<file path="src/sv/dqb_pkg.sv">
// Shared types and constants for the dual quaternion blend block.
// Used by dqb_front, dqb_fifo, dqb_back and dual_quat_weighted_blend.
`default_nettype none
package dqb_pkg;

  localparam int CW    = 32;  // component width
  localparam int WW    = 16;  // weight width
  localparam int AW    = 56;  // accumulator width
  localparam int TW    = 24;  // absolute weight total width
  localparam int EW    = 31;  // epsilon register width
  localparam int NCOMP = 4;
  localparam int QDEPTH = 2;

  localparam int IN_W  = 2 * NCOMP * CW + WW;
  localparam int OUT_W = 2 * NCOMP * CW;

  localparam logic signed [AW-1:0] ACC_MAX = {1'b0, {(AW-1){1'b1}}};
  localparam logic signed [AW-1:0] ACC_MIN = {1'b1, {(AW-1){1'b0}}};
  localparam logic [TW-1:0] ABSW_MAX   = {TW{1'b1}};
  localparam logic [TW-1:0] WEIGHT_ONE = TW'(16384);
  localparam logic signed [CW-1:0] ONE_Q30 = 32'sh4000_0000;
  localparam logic signed [CW-1:0] S32_MAX = 32'sh7FFF_FFFF;
  localparam logic signed [CW-1:0] S32_MIN = 32'sh8000_0000;
  localparam logic [EW-1:0] EPS_RESET = 31'd16;

  typedef enum logic [1:0] {
    ST_OK         = 2'd0,
    ST_NO_WEIGHT  = 2'd1,
    ST_DEGENERATE = 2'd2
  } status_t;

  // One finished run, handed from the front end to the back end.
  typedef struct packed {
    logic [NCOMP-1:0][AW-1:0] real_acc;
    logic [NCOMP-1:0][AW-1:0] dual_acc;
    logic [TW-1:0]            abs_total;
    logic                     have_ref;
  } run_t;

endpackage
`default_nettype wire

</file>
<file path="src/sv/dqb_fifo.sv">
// Two-entry queue of finished run sums between front and back ends.
// Depends on dqb_pkg.
`default_nettype none
module dqb_fifo (
  input  wire logic          clk,
  input  wire logic          rst,
  input  wire logic          push,
  input  dqb_pkg::run_t      wdata,
  output logic               full,
  input  wire logic          pop,
  output logic               valid,
  output dqb_pkg::run_t      rdata
);

  dqb_pkg::run_t mem [dqb_pkg::QDEPTH];
  logic wr_ptr;
  logic rd_ptr;
  logic [1:0] count;

  assign full  = (count == 2'(dqb_pkg::QDEPTH));
  assign valid = (count != 2'd0);
  assign rdata = mem[rd_ptr];

  always_ff @(posedge clk) begin
    if (push) begin
      mem[wr_ptr] <= wdata;
    end
  end

  always_ff @(posedge clk) begin
    if (rst) begin
      wr_ptr <= 1'b0;
      rd_ptr <= 1'b0;
      count  <= 2'd0;
    end else begin
      if (push) begin
        wr_ptr <= ~wr_ptr;
      end
      if (pop) begin
        rd_ptr <= ~rd_ptr;
      end
      if (push && !pop) begin
        count <= count + 2'd1;
      end else if (pop && !push) begin
        count <= count - 2'd1;
      end
    end
  end

endmodule
`default_nettype wire

</file>
<file path="config.mk">
export PLATFORM = sky130hd
export DESIGN_NAME = dqb_fifo
export DESIGN_NICKNAME = d
export VERILOG_FILES = /design/src/sv/dqb_pkg.sv /design/src/sv/dqb_fifo.sv
export SDC_FILE = /design/constraint.sdc
export NUM_CORES = 1
export LEC_CHECK = 0
export BUFFER_PORTS_ARGS = -buffer_cell sky130_fd_sc_hd__buf_2
export CAP_MARGIN = 20
export CORE_AREA = 2 2 368 370
export DETAILED_ROUTE_END_ITERATION = 6
export DIE_AREA = 0 0 370 372
export GPL_ROUTABILITY_DRIVEN = 0
export PLACE_DENSITY = 0.49
export SYNTH_ARGS = -nofsm -noshare
export SYNTH_HDL_FRONTEND = slang
export SYNTH_SLANG_ARGS = --single-unit
</file>
<file path="constraint.sdc">
create_clock -name clk -period 42.3 [get_ports clk]
set_clock_uncertainty 0.05 [all_clocks]
set_input_delay 4.23 -clock clk [delete_from_list [all_inputs] [get_ports clk]]
set_output_delay 4.23 -clock clk [all_outputs]
set_load 0.01 [all_outputs]
</file>
**After elaboration in Yosys (flattened, before gate mapping)**

Memory sizes are Yosys's and may differ from the RTL's. A register that Yosys moved wholly into a read port is not among the register bits.
Index checks and enable logic that the tools add are counted.

- Add/sub/neg operators: 2
- Bitwise gates (word level): 2
- Multiplexer cells: 6
- Reduce and logical (&&, ||, !) cells: 6
- Equality and inequality tests: 1

Operators by type and width:

| operator | number |
|---|---|
| $mux 1 | 4 |
| $mux 2 | 2 |
| $reduce_bool 2->1 | 2 |
| $add 2x1->2 const B | 1 |
| $eq 2x2->1 const B | 1 |
| $logic_and 1x1->1 | 2 |
| $logic_not 1->1 | 2 |
| $not 1->1 | 2 |
| $sub 2x1->2 const B | 1 |

- Memories: 1
- Bits of input ports: 477
- Flip-flop bits (word level): 4
- Bits in writable memories: 946
- Logic and storage cells: 21
- Output and inout port bits: 475

Memories:

| name | depth | bits a word | rd ports | clocked after memory_dff | wr ports | line | text |
|---|---|---|---|---|---|---|---|
| mem | 2 | 473 | 1 | 1 | 1 | dqb_fifo.sv:15 | `dqb_pkg::run_t mem [dqb_pkg::QDEPTH];` |

**Depth between registers and ports, before layout**

- Depth in word-level cells: 4
- Depth in mapped cells: 5
- Depth with buffers taken out: 5

**Worst setup path before layout**

No wires, ideal clock.

- Kind: input to register
- From: in push
- To: mem mem[0][0] (netlist bit), enable pin
- Library setup time: 1.377 ns
- Path buffers: 0
- Slack: 16.359 ns
- Stages on the path: 1
- Data arrival time: 24.514 ns
- Data required time: 40.873 ns
- Cell sequence: nor2b_1

- Longest elaborated chain between the ends: 2

Ends and longest elaborated chain:

| what | line | text |
|---|---|---|
| from (decl) | dqb_fifo.sv:7 | `input wire logic push,` |
| $mux 1 | dqb_fifo.sv:25 | `if (push) begin` |
| $mux 1 (not written as such) | dqb_fifo.sv:26 | `mem[wr_ptr] <= wdata;` |
| to (decl) | dqb_fifo.sv:15 |  |

No other way between the ends.

==> impl_metrics.ini <==
[outcome]
outcome = completed

[clock_tree]
cts-root-buf = clkbuf_16
clk_path_buf_depth = 3
cts.repair.resized = 0
cts_setup_buffers = 0
cts_hold_buf = 0
htreeDepth = 3
path_clk_slew_ns = 0.06
cts_tree = done
clock-sinks = 951
cts_buffers = 102
clock_latency_ns = 0.69

[grt]
use_met3 = 0.05235
grt_pass1_vias = 19141
grt_use_total = 0.1305
grt_max_degree = 154
grt_pass1_wl_um = 129000
grt.met2_usage = 0.2241
grtUsageMet1 = 0.1397
antenna_found_initial = 64
grt_overflow = 0
grt.busiest_layer = met2

[routing]
vias = 18105
vias_per_cell = 4.114
ant_nets = 0
first_iter_violations = 1005
drt_wl_total_um = 94970
first_pass_iters = 4
wl_per_cell_um = 21.58
drc = 0

[floorplan]
core_um2 = 134300
die-area_um2 = 137600
rows = 135
die_w_um = 370
die_y_um = 372
ioPinCount = 952
start_util = 0.2734

[layout]
fin_cells = 4401
fin_nets = 2995
drive_gt1_frac = 0.6084
area_delta_synth_final_pct = 25.61

[job]
max_cap_viol_count = 0

[worst_setup_path]
reg2regPathDepth = 5
crit_cells = 5
cp-start-kind = flip-flop
worst_ep_arrival_time_ns = 5.02
path_delay_family = buffers and inverters
crit_path_frequent_cell = buf_4
crit_chain = buf_4, buf_4, buf_4, mux2_4, buf_2
crit_required_ns = 38.02
slowest_delay_ns = 0.95
path_max_fanout = 59
crit_type = flip-flop to output pin
crit_path_end_kind = output pin
cpMaxStageDelayCell = buf_4
critPathBufInv = 4

[sta]
slew_violations = 0
rsz0062_at_grt = false
max_freq_mhz = 107.5
worst_pin_slew_ns = 1.128
finalCritPeriodShare = 0.2200
period_needed_ns = 9.304
slew_headroom = 0.2482
setup_viol = 0
fin_tns_setup_ns = 0
whs_ns = 0.4675
final_hold_viol_count = 0

[logic_synthesis]
synth.top_cell.area_share = 0.7737
synth_nets = 1972
syn_inst = 1494
syn_area_per_cell_um2 = 24.58
ys_seq_area_frac = 0.7764
synth_area_um2 = 36720
synth.most_common_cell = edfxtp_1
async_flop_share = 0
synth_area_leaders = edfxtp_1, mux2_4, buf_12
synth_edf_count = 946
synth_common_cells = edfxtp_1, mux2_4, buf_12
synth_cell_types = 18
synth_top_flop_cell = edfxtp_1
ys.warnings.count = 0
synth-seq-cells = 951
synth_largest_area_cell = edfxtp_1

[place]
dp.cells = 4193
io_buffers = 951
place_hpwl_um = 68510

[power_and_ir_drop]
power-per-cell-area_nw_per_um2 = 48.46
p_leak_nw = 17.91
irDropWorstVdd_v = 0.00003343

[worst_hold_path]
worstHoldPathCells = 2
hold_class = flip-flop to flip-flop
-- flip-flops by register name (all words and copies together), names as in the netlist, named ones only --
register and count:
wr_ptr 1, mem 946, count 2, rd_ptr 1
-- cell usage in the layout (no fill, tap or decap), types with 2 or more instances in the layout --
cell type   count
buf_12          2
buf_2         951
buf_4          18
bufinv_16       6
clkbuf_1       27
clkbuf_16     103
clkinv_1       28
clkinv_2       14
clkinv_4        2
clkinvlp_4      3
dfxtp_1         4
diode_2        18
edfxtp_1      946
inv_6           3
mux2_2          3
mux2_4        470
nor2_1          4
xnor2_1         2
xor2_1          2
-- worst register-to-register path: stages (launching register included) --
cell and delay (ns):
dfxtp_1 0.41, and2_4 0.59, buf_4 0.60, buf_4 0.84, buf_4 0.95, buf_4 0.92
-- path summary, 6_finish.rpt --
check	start	to	slack, ns
setup reg to reg	wr_ptr$_SDFFE_PP0P_	mem[1][190]$_DFFE_PP_	37.44
hold / removal	rd_ptr$_SDFFE_PP0P_	flip-flop	0.47
setup / recovery	flip-flop	rdata[100]	33.00
hold reg to reg	rd_ptr$_SDFFE_PP0P_	flip-flop	0.47
-- cells by family (layout without fill, tap and decap cells) --
group,Yosys count,after routing,share of synthesized area
AO/OA/AOI/OAI,2,2,0.0002723
AND/OR/NAND/NOR,9,9,0.001261
other,0,18,0
buffers and inverters,54,1162,0.02767
adder cells (fa/ha/maj),1,1,0.0003407
multiplexers,473,473,0.1931
XOR/XNOR,4,4,0.0009543
flip-flops,951,951,0.7764
-- stage by stage --
step	total power (W)	util	worst slack, ns	area, um^2
after global placement	0.001411	0.3193	33.60	42880
after global routing	0.002323	0.3434	32.79	46110
after detailed placement	0.001417	0.3193	33.45	42880
after floorplan	0.001348	-	16.36	36720
after CTS	0.002272	0.3429	32.91	46050
final	0.002235	0.3435	33.00	46120
-- layer usage --
metal | vias to the layer above | wire (um)
met5 | - | 296
met4 | 46 | 3025
met3 | 225 | 8526
met2 | 727 | 48230
met1 | 9032 | 34900
li1 | 8075 | -
-- power breakdown --
part	switching, W	leakage [nW]	internal (W)
clock	0.000359	1.54	0.000484
sequential	0.0000163	8.92	0.00110
combinational	0.000140	7.45	0.000133
total	0.000516	17.9	0.00172
-- final cells by class --
class / count / area (um^2)
fillers: 12897 / 88160
diodes: 18 / 45.04
multi-input cells: 489 / 7204
well taps: 1781 / 2228
clock buffers: 130 / 2679
flip-flops and latches: 951 / 28510
repair buffers: 972 / 4962
clock inverters: 59 / 488.0
inverters: 1 / 3.754
(Power assumes the default switching activity.)
